File: src/rtl/msdb_pkg.sv
// shared types and constants of the multi-switch debouncer
`default_nettype none
package msdb_pkg;

  localparam int PIN_W            = 8;
  localparam int IDX_W            = 3;
  localparam int READ_SLOTS       = 2 ** IDX_W;
  localparam int CNT_W            = 4;
  localparam int CFG_IDX_W        = 1;
  localparam int CFG_DATA_W       = 8;
  localparam int NUM_SWITCHES_DEF = 8;

  localparam logic [CNT_W-1:0] STABLE_COUNT_RST = CNT_W'(5);

  localparam logic [CFG_IDX_W-1:0] CFG_ACTIVE_LEVELS = 1'b0;
  localparam logic [CFG_IDX_W-1:0] CFG_STABLE_COUNT  = 1'b1;

  localparam logic OP_TICK = 1'b0;
  localparam logic OP_READ = 1'b1;

  typedef enum logic [1:0] {
    ST_NOT_PRESSED = 2'd0,
    ST_PRESSED     = 2'd1,
    ST_RELEASED    = 2'd2
  } status_t;

  typedef struct packed {
    logic tick;
    logic rd_clear;
  } lane_ctl_t;

endpackage
`default_nettype wire

File: src/rtl/msdb_lane.sv
// one switch lane: stability counter and debounced state
`default_nettype none
module msdb_lane (
  input  wire logic                       clk,
  input  wire logic                       rst_n,
  input  wire msdb_pkg::lane_ctl_t        ctl,
  input  wire logic                       level,
  input  wire logic                       active,
  input  wire logic [msdb_pkg::CNT_W-1:0] stable_count,
  output msdb_pkg::status_t               state
);
  import msdb_pkg::*;

  logic              prev_r, prev_nxt;
  logic [CNT_W-1:0]  cnt_r, cnt_nxt, cnt_inc;
  status_t           state_r, state_nxt;
  logic              pressed;

  assign pressed = level ^ active;
  assign cnt_inc = (level == prev_r) ? cnt_r + CNT_W'(1) : '0;

  always_comb begin
    prev_nxt  = prev_r;
    cnt_nxt   = cnt_r;
    state_nxt = state_r;
    if (ctl.tick) begin
      prev_nxt = level;
      cnt_nxt  = cnt_inc;
      if (cnt_inc == stable_count) begin
        cnt_nxt = '0;
        case (state_r)
          ST_PRESSED:  state_nxt = pressed ? ST_PRESSED : ST_RELEASED;
          ST_RELEASED: state_nxt = ST_RELEASED;
          default:     state_nxt = pressed ? ST_PRESSED : ST_NOT_PRESSED;
        endcase
      end
    end else if (ctl.rd_clear && state_r == ST_RELEASED) begin
      state_nxt = ST_NOT_PRESSED;
    end
  end

  always_ff @(posedge clk) begin
    if (!rst_n) begin
      prev_r  <= 1'b0;
      cnt_r   <= '0;
      state_r <= ST_NOT_PRESSED;
    end else begin
      prev_r  <= prev_nxt;
      cnt_r   <= cnt_nxt;
      state_r <= state_nxt;
    end
  end

  assign state = state_r;

endmodule
`default_nettype wire

File: src/rtl/msdb_merge.sv
// read select over all lanes and the registered result item
`default_nettype none
module msdb_merge #(
  parameter int NUM_SWITCHES = msdb_pkg::NUM_SWITCHES_DEF
) (
  input  wire logic                       clk,
  input  wire logic                       rst_n,
  input  wire logic                       rd_accept,
  input  wire logic [msdb_pkg::IDX_W-1:0] rd_index,
  input  wire msdb_pkg::status_t          lane_state [NUM_SWITCHES],
  output logic                            out_valid,
  input  wire logic                       out_ready,
  output logic [1:0]                      out_switch_status
);
  import msdb_pkg::*;

  status_t slot_state [READ_SLOTS];
  logic    valid_r, valid_nxt;
  status_t status_r, status_nxt;

  for (genvar s = 0; s < READ_SLOTS; s++) begin : g_slot
    if (s < NUM_SWITCHES) begin : g_hit
      assign slot_state[s] = lane_state[s];
    end else begin : g_miss
      assign slot_state[s] = ST_NOT_PRESSED;
    end
  end

  always_comb begin
    valid_nxt  = valid_r;
    status_nxt = status_r;
    if (valid_r && out_ready) valid_nxt = 1'b0;
    if (rd_accept) begin
      valid_nxt  = 1'b1;
      status_nxt = slot_state[rd_index];
    end
  end

  always_ff @(posedge clk) begin
    if (!rst_n) begin
      valid_r <= 1'b0;
    end else begin
      valid_r <= valid_nxt;
    end
  end

  always_ff @(posedge clk) begin
    status_r <= status_nxt;
  end

  assign out_valid         = valid_r;
  assign out_switch_status = status_r;

endmodule
`default_nettype wire

File: src/rtl/multi_switch_debouncer.sv
// top level of the multi-switch debouncer
`default_nettype none
// Debounces NUM_SWITCHES switches, one lane per switch working in parallel.
// A tick item (op 0) samples all pins and yields no result; a read item
// (op 1) returns the state of one switch in the cycle after it is taken,
// through an output register, clearing a released state to not pressed.
// One item is taken every cycle while the output register is empty or being
// drained; ready drops only while a result is held and out_ready is low.
// Switches 8 and up see pin and active level 0 and cannot be read; reads
// of a switch at or above NUM_SWITCHES return not pressed. Configuration:
// index 0 is active_levels, index 1 is stable_count (low 4 bits of cfg_data).
module multi_switch_debouncer #(
  parameter int NUM_SWITCHES = msdb_pkg::NUM_SWITCHES_DEF
) (
  input  wire logic                            clk,
  input  wire logic                            rst_n,
  input  wire logic                            cfg_we,
  input  wire logic [msdb_pkg::CFG_IDX_W-1:0]  cfg_index,
  input  wire logic [msdb_pkg::CFG_DATA_W-1:0] cfg_data,
  input  wire logic                            in_valid,
  output logic                                 in_ready,
  input  wire logic                            in_op,
  input  wire logic [msdb_pkg::PIN_W-1:0]      in_pin_levels,
  input  wire logic [msdb_pkg::IDX_W-1:0]      in_switch_index,
  output logic                                 out_valid,
  input  wire logic                            out_ready,
  output logic [1:0]                           out_switch_status
);
  import msdb_pkg::*;

  logic [PIN_W-1:0] active_levels_r;
  logic [CNT_W-1:0] stable_count_r;
  logic             in_accept;
  status_t          lane_state [NUM_SWITCHES];

  assign in_ready  = !out_valid || out_ready;
  assign in_accept = in_valid && in_ready;

  always_ff @(posedge clk) begin
    if (!rst_n) begin
      active_levels_r <= '0;
      stable_count_r  <= STABLE_COUNT_RST;
    end else if (cfg_we) begin
      case (cfg_index)
        CFG_ACTIVE_LEVELS: active_levels_r <= cfg_data[PIN_W-1:0];
        CFG_STABLE_COUNT:  stable_count_r  <= cfg_data[CNT_W-1:0];
        default: ;
      endcase
    end
  end

  for (genvar s = 0; s < NUM_SWITCHES; s++) begin : g_lane
    lane_ctl_t ctl;
    logic      level;
    logic      active;

    if (s < PIN_W) begin : g_pin
      assign level  = in_pin_levels[s];
      assign active = active_levels_r[s];
    end else begin : g_nopin
      assign level  = 1'b0;
      assign active = 1'b0;
    end

    if (s < READ_SLOTS) begin : g_rd
      assign ctl.rd_clear = in_accept && (in_op == OP_READ) &&
                            (in_switch_index == IDX_W'(s));
    end else begin : g_nord
      assign ctl.rd_clear = 1'b0;
    end
    assign ctl.tick = in_accept && (in_op == OP_TICK);

    msdb_lane u_lane (
      .clk          (clk),
      .rst_n        (rst_n),
      .ctl          (ctl),
      .level        (level),
      .active       (active),
      .stable_count (stable_count_r),
      .state        (lane_state[s])
    );
  end

  msdb_merge #(
    .NUM_SWITCHES (NUM_SWITCHES)
  ) u_merge (
    .clk               (clk),
    .rst_n             (rst_n),
    .rd_accept         (in_accept && (in_op == OP_READ)),
    .rd_index          (in_switch_index),
    .lane_state        (lane_state),
    .out_valid         (out_valid),
    .out_ready         (out_ready),
    .out_switch_status (out_switch_status)
  );

endmodule
`default_nettype wire
File: config.mk
export PLATFORM = sky130hd
export DESIGN_NAME = multi_switch_debouncer
export DESIGN_NICKNAME = d
export VERILOG_FILES = /design/src/rtl/msdb_pkg.sv /design/src/rtl/msdb_lane.sv /design/src/rtl/msdb_merge.sv /design/src/rtl/multi_switch_debouncer.sv
export SDC_FILE = /design/constraint.sdc
export NUM_CORES = 1
export LEC_CHECK = 0
export ABC_CLOCK_PERIOD_IN_PS = 4300
export BUFFER_PORTS_ARGS = -buffer_cell sky130_fd_sc_hd__buf_2
export CAP_MARGIN = 15
export CORE_ASPECT_RATIO = 1.5
export CORE_UTILIZATION = 40
export DETAILED_ROUTE_END_ITERATION = 12
export GPL_TIMING_DRIVEN = 0
export PLACE_DENSITY = 0.65
export SLEW_MARGIN = 20
export SYNTH_ARGS = -nofsm -noshare
export SYNTH_HDL_FRONTEND = slang
export SYNTH_SLANG_ARGS = --single-unit
File: constraint.sdc
create_clock -name clk -period 4.3 [get_ports clk]
set_input_delay 0.215 -clock clk [delete_from_list [all_inputs] [get_ports clk]]
set_output_delay 0.215 -clock clk [all_outputs]
set_load 0.01 [all_outputs]
# Word-level counts from Yosys, hierarchy flattened

Index checks and enable logic that the tools add are counted.

Bits in registers: 71
Latch bits: 0
Memory bits (writable): 0
Bits in read-only memories: 0
Input port bits: 26
Output and inout bits: 4
Word-level logic and storage cells: 206
Memories kept: 0

Add/subtract/negate cells: 8
$mul: 0
Divide/modulo/power cells: 0
$lt $le $gt $ge: 1
Equality and inequality tests: 47
Shifts and indexed selects: 0
Mux-type cells: 69
Bitwise logic cells: 11
Reductions and logical operators: 42

Operators by type and width:

| kind                  | number |
|---|---|
| $mux W2               | 34 |
| $mux W4               | 16 |
| $add A4 B1 Y4 const B | 8 |
| $eq A4 B4 Y1          | 8 |
| $pmux W2 S2           | 8 |
| $logic_and A1 B1 Y1   | 20 |
| $reduce_and A2 Y1     | 10 |
| $reduce_bool A2 Y1    | 9 |
| $eq A2 B1 Y1 const B  | 8 |
| $eq A2 B2 Y1 const B  | 8 |
| $ne A2 B1 Y1 const B  | 8 |
| $eq A3 B3 Y1 const B  | 4 |
| $mux W1               | 10 |
| $eq A1 B1 Y1          | 8 |
| $xor A1 B1 Y1         | 8 |
| $bmux W2 S3           | 1 |
| $eq A3 B2 Y1 const B  | 2 |
| $ge A4 B4 Y1 const B  | 1 |
| $not A3 Y4            | 1 |
| $eq A3 B1 Y1 const B  | 1 |
| $logic_not A3 Y1      | 1 |
| $not A1 Y1            | 2 |
| $logic_not A1 Y1      | 1 |
| $logic_or A1 B1 Y1    | 1 |

# Longest topological paths before layout

Depth after elaboration: 8
Depth in mapped cells: 9
Gate-level depth less buffers: 7

# Cells and area by module

A second synthesis with hierarchy kept.

Cells, all modules: 562
Area, all modules: 4993.5 sq um

Modules (own cells, without submodules):

| module                 | instances | cells each | area each (sq um) | sequential area each (sq um) |
|---|---|---|---|---|
| msdb_lane              | 8         | 60         | 518.0             | 140.1 |
| multi_switch_debouncer | 1         | 71         | 628.1             | 240.2 |
| msdb_merge             | 1         | 11         | 221.5             | 80.1 |

# Worst setup path before layout

Ideal clock, no wire load.

Kind: reg2reg
From: reg g_lane[2].u_lane.cnt_r[0]
To: reg g_lane[2].u_lane.state_r[0]
Data arrival time: 1578 ps
Data required time: 4178 ps
Path slack: 2600 ps
Cell stages (with the launch flop): 8
Buffers on the path: 0
Clock period less this slack: 1700 ps
Path through: dfxtp_1 > ha_1 > nor4b_1 > a31oi_1 > o32ai_1 > nand3_1 > o21ai_2 > o2bb2ai_1

Word-level cells in the longest chain between the ends: 5

RTL lines:

| item                        | RTL line        | source |
|---|---|---|
| start: declaration          | msdb_lane.sv:15 | `logic [CNT_W-1:0] cnt_r, cnt_nxt, cnt_inc;` |
| start signal: assignment    | msdb_lane.sv:49 | `cnt_r <= cnt_nxt;` |
| $add A4 B1 Y4               | msdb_lane.sv:20 | `assign cnt_inc = (level == prev_r) ? cnt_r + CNT_W'(1) : '0;` |
| $mux W4                     | msdb_lane.sv:20 |  |
| $eq A4 B4 Y1                | msdb_lane.sv:29 | `if (cnt_inc == stable_count) begin` |
| $ne A2 B1 Y1 (no line)      | n/a             |  |
| $reduce_and A2 Y1 (no line) | n/a             |  |
| end signal: assignment      | msdb_lane.sv:50 | `state_r <= state_nxt;` |
| end: declaration            | msdb_lane.sv:16 | `status_t state_r, state_nxt;` |

Every way passes these cells.
A chain may end at the register's enable or synchronous reset.

# Final worst setup path

From: reg u_merge.valid_r, in the netlist u_merge.out_valid
To: reg g_lane[3].u_lane.cnt_r[1]

Word-level cells in the longest chain between the ends: 4

RTL lines:

| item                     | RTL line                     | source |
|---|---|---|
| start: declaration       | msdb_merge.sv:18             | `logic valid_r, valid_nxt;` |
| start signal: assignment | msdb_merge.sv:43             | `valid_r <= valid_nxt;` |
| $logic_not A1 Y1         | multi_switch_debouncer.sv:36 | `assign in_ready = !out_valid \|\| out_ready;` |
| $logic_or A1 B1 Y1       | multi_switch_debouncer.sv:36 |  |
| $logic_and A1 B1 Y1      | multi_switch_debouncer.sv:37 | `assign in_accept = in_valid && in_ready;` |
| $logic_and A1 B1 Y1      | multi_switch_debouncer.sv:71 | `assign ctl.tick = in_accept && (in_op == OP_TICK);` |
| end signal: assignment   | msdb_lane.sv:49              |  |
| end: declaration         | msdb_lane.sv:15              |  |

Every way passes these cells.

==> results.py <==
metrics = {
    "status": {
        "status": "finished, final reports clean",
    },
    "critical_path": {
        "rr_startpoint": "u_merge.out_valid",
        "worstSetupPathType": "flop to flop",
        "critPathLaunchType": "flop",
        "crit_fanout": 10,
        "rrSetupSlack_ps": 2160,
        "r2r_end": "g_lane[3].u_lane.cnt_r[1]",
        "rr_worst_depth": 7,
        "cp.required_ps": 4510,
        "endpoint_type_of_the_worst_setup_path": "flop",
        "cp.arrival_ps": 2360,
    },
    "placed_design": {
        "pre_cts_ws_ps": 2140,
        "port_buffers": 26,
        "dpl.hpwl_um": 9060,
        "finalWeightedCongestion": 0.875,
    },
    "die": {
        "die_area_mm2": 0.0116,
        "initial_core_util": 0.416,
        "num_rows": 46,
        "top_level_ports": 30,
        "core_region_area_mm2": 0.0107,
        "die-height_um": 131,
        "die_width_um": 88.1,
    },
    "clock_network": {
        "clk_pin_slew_worst_paths_ps": 50,
        "postCtsResizedCells": 0,
        "cts-root-buf": "sky130_fd_sc_hd__clkbuf_16",
        "clk-insertion-delay-late_ps": 340,
        "cts_post_setup_buffers_inserted": 0,
        "cts.sinks": 71,
        "clock_tree.buffer_depth": 2,
        "clock_tree_from_tritoncts": "built",
        "ctsHoldBuffers": 0,
        "cts_htree_levels": 3,
        "numCtsBuffers": 9,
    },
    "worst_hold_path": {
        "hold_path_startpoint": "cfg_data[7]",
        "hold_depth": 3,
        "worstHoldEndpoint": "active_levels_r[7]",
        "hold_path_class": "primary input to flop",
    },
    "sta": {
        "min_period_over_period": 0.499,
        "hold_viol": 0,
        "timing_worst_slew_pin_value_ps": 765,
        "skew_ps": 7.45,
        "final.setup.worst_slack_ps": 2160,
        "rsz_0062_raised_after_global_routing": "false",
        "slew_viol_final": 0,
        "setup-violations-final": 0,
        "final.setup.tns_ps": 0,
        "layout_min_cycle_time_ps": 2140,
        "clock.fmax_ghz": 0.466,
        "slew-limit-headroom": 0.490,
    },
    "global_route": {
        "antenna_found_initial": 0,
        "grt.overflow.total": 0,
        "grt_first_pass_wirelength_um": 19200,
        "grt.total_usage": 0.219,
        "grt_pass1_vias": 3994,
        "grt_start_max_net_pins": 12,
    },
    "routing": {
        "initial_drc_count": 255,
        "antenna_violating_nets_post_route": 0,
        "drt_drc_violations_left": 0,
        "num_vias": 4091,
        "drtPass1Iterations": 5,
        "post_drt_via_cell_ratio": 5.48,
        "wl_per_cell_um": 16.1,
        "wl_um": 12000,
    },
    "layout": {
        "n_fill_cell": 1115,
        "drive_gt1_frac": 0.104,
        "finalNetCount": 648,
        "syn2layout_area_growth_pct": 12.9,
        "antenna_cells_inserted": 0,
    },
    "yosys": {
        "cell_area_after_synthesis_mm2": 0.00445,
        "synth.lib_cells_used.distinct": 41,
        "library_cell_occupying_the_most_area_in_the_post_synthesis_netlist": "sky130_fd_sc_hd__dfxtp_1",
        "yosys_reg_bits": 71,
        "mappedNetlistNets": 611,
        "yosysTopAreaCellShare": 0.310,
        "ys_top_cells_by_area": "sky130_fd_sc_hd__dfxtp_1 31%, sky130_fd_sc_hd__ha_1 6.7%, sky130_fd_sc_hd__xnor2_1 6.1%, sky130_fd_sc_hd__nor2_1 6.1%, sky130_fd_sc_hd__nand2_1 5.5%",
        "syn_area_per_cell_um2": 7.93,
        "count_of_yosys_warnings_during_synthesis": 0,
        "syn-instance-count": 561,
        "yosysSeqAreaShare": 0.324,
    },
    "power_and_ir_drop": {
        "worst_ir_drop_vdd_uv": 154,
        "powerDensity_mw_per_mm2": 312,
        "leakagePower_nw": 1.76,
        "power.total_w": 0.00157,
    },
    "run": {
        "cap_violations": 0,
    },
}
==> routing by layer <==
| layer | up-vias | routed length, um | share of wire | global-route usage |
|---|---|---|---|---|
| li1 | 2019 | - | - | - |
| met1 | 1952 | 4790 | 0.40 | 0.244 |
| met3 | 27 | 487 | 0.041 | 0.0364 |
| met5 | - | 0 | 0 | 0 |
| met2 | 93 | 6280 | 0.52 | 0.382 |
| met4 | 0 | 439 | 0.037 | 0.121 |
==> cell type report <==
| type | count | area, um2 | share of cell area |
|---|---|---|---|
| Multi-Input combinational cell | 431 | 2780 | 0.552 |
| Clock buffer | 15 | 258 | 0.0513 |
| Timing Repair Buffer | 26 | 130 | 0.0259 |
| Tap cell | 144 | 180 | 0.0359 |
| Inverter | 32 | 120 | 0.0239 |
| Clock inverter | 1 | 5.00 | 0.000996 |
| Sequential cell | 71 | 1440 | 0.287 |
| Buffer | 27 | 114 | 0.0227 |
==> worst max-delay path, stage by stage (launching register included) <==
cell and delay (ps):
sky130_fd_sc_hd__dfxtp_1 310, sky130_fd_sc_hd__nand2b_2 90, sky130_fd_sc_hd__nand2_1 70, sky130_fd_sc_hd__nor2_1 450
sky130_fd_sc_hd__buf_2 370, sky130_fd_sc_hd__nand4_1 260, sky130_fd_sc_hd__o21ai_1 380, sky130_fd_sc_hd__nor2_1 90
==> power by group <==
group / switching (W) / internal (W) / leakage [nW]
sequential: 0.0000156 / 0.000677 / 0.579
clock: 0.000270 / 0.000406 / 0.128
combinational: 0.000130 / 0.0000684 / 1.05
total: 0.000415 / 0.00115 / 1.76
==> worst max path at each step <==
stage                     slack, ps                      start                        end  cells past startpoint
final                          2160          u_merge.out_valid  g_lane[3].u_lane.cnt_r[1]                      7
after global routing           2020          u_merge.out_valid  g_lane[3].u_lane.cnt_r[1]                      7
after CTS                      2170          u_merge.out_valid  g_lane[0].u_lane.cnt_r[1]                      7
after detailed placement       2140                  out_ready  g_lane[3].u_lane.cnt_r[1]                      8
after global placement         2200                  out_ready  g_lane[0].u_lane.cnt_r[1]                      8
after floorplan                2600  g_lane[2].u_lane.cnt_r[0]  g_lane[2].u_lane.state[0]                      7
==> cell usage after synthesis <==
library cell                instances
sky130_fd_sc_hd__a2111oi_0          1
sky130_fd_sc_hd__a21boi_0          19
sky130_fd_sc_hd__a21oi_1           40
sky130_fd_sc_hd__a22oi_1            1
sky130_fd_sc_hd__a31oi_1            1
sky130_fd_sc_hd__and2_1             1
sky130_fd_sc_hd__buf_1              2
sky130_fd_sc_hd__buf_2              7
sky130_fd_sc_hd__buf_4              1
sky130_fd_sc_hd__clkbuf_1          17
sky130_fd_sc_hd__dfxtp_1           69
sky130_fd_sc_hd__edfxtp_1           2
sky130_fd_sc_hd__ha_1              24
sky130_fd_sc_hd__inv_1             32
sky130_fd_sc_hd__mux2_2             2
sky130_fd_sc_hd__mux4_2             4
sky130_fd_sc_hd__nand2_1           65
sky130_fd_sc_hd__nand2b_1           1
sky130_fd_sc_hd__nand2b_2           1
sky130_fd_sc_hd__nand3_1           27
sky130_fd_sc_hd__nand3b_1           1
sky130_fd_sc_hd__nand4_1           37
sky130_fd_sc_hd__nand4b_1           2
sky130_fd_sc_hd__nor2_1            72
sky130_fd_sc_hd__nor2_2             1
sky130_fd_sc_hd__nor2b_1            2
sky130_fd_sc_hd__nor3_1            15
sky130_fd_sc_hd__nor4b_1            1
sky130_fd_sc_hd__o2111ai_1          1
sky130_fd_sc_hd__o21ai_0            8
sky130_fd_sc_hd__o21ai_1            8
sky130_fd_sc_hd__o21ai_2            1
sky130_fd_sc_hd__o2bb2ai_1          1
sky130_fd_sc_hd__o311ai_1          14
sky130_fd_sc_hd__o32ai_1            1
sky130_fd_sc_hd__or2_0              1
sky130_fd_sc_hd__or2_1              7
sky130_fd_sc_hd__or4_1              8
sky130_fd_sc_hd__xnor2_1           31
sky130_fd_sc_hd__xor2_1            23
sky130_fd_sc_hd__xor2_2             9
==> logic make-up (layout without fill, tap and decap cells) <==
family | after synthesis | count (layout) | share of synthesized area
muxes | 6 | 6 | 0.0253
and+or+nand+nor | 242 | 242 | 0.256
AOI/OAI and AO/OA | 96 | 96 | 0.136
xor gates and xnor gates | 63 | 63 | 0.139
buffers and inverters | 59 | 101 | 0.0526
DFF | 71 | 71 | 0.324
adders and majority gates | 24 | 24 | 0.0675
==> flip-flops by register name, indices dropped and copies added, names as in the netlist <==
signal and cells:
g_lane.u_lane.prev_r 8, active_levels_r 8, g_lane.u_lane.state 16, stable_count_r 4
u_merge.out_switch_status 2, g_lane.u_lane.cnt_r 32, u_merge.out_valid 1
==> cell usage in the layout, fill, tap and decap left out, drive strengths merged, types with 2 or more instances in the layout <==
cell and instances:
mux2 2, mux4 4, o21ai 17, nor2b 2
nand2 65, o311ai 14, nor2 73, nand4b 2
nand2b 2, or2 8, nand4 37, ha 24
a21boi 19, xor2 32, clkbuf 32, a21oi 40
nor3 15, edfxtp 2, or4 8, xnor2 31
buf 36, dfxtp 69, inv 32, nand3 27
==> metrics by stage <==
step           utilization  hold slack [ps]  area, um2  cells
2_1_floorplan            -              360       4450    561
3_3_place_gp         0.445              455       4760    731
3_5_place_dp         0.445              463       4760    731
4_1_cts              0.469              123       5020    747
5_1_grt              0.469              134       5020    747
6_report             0.469              126       5020    747
(Power assumes the default switching activity.)
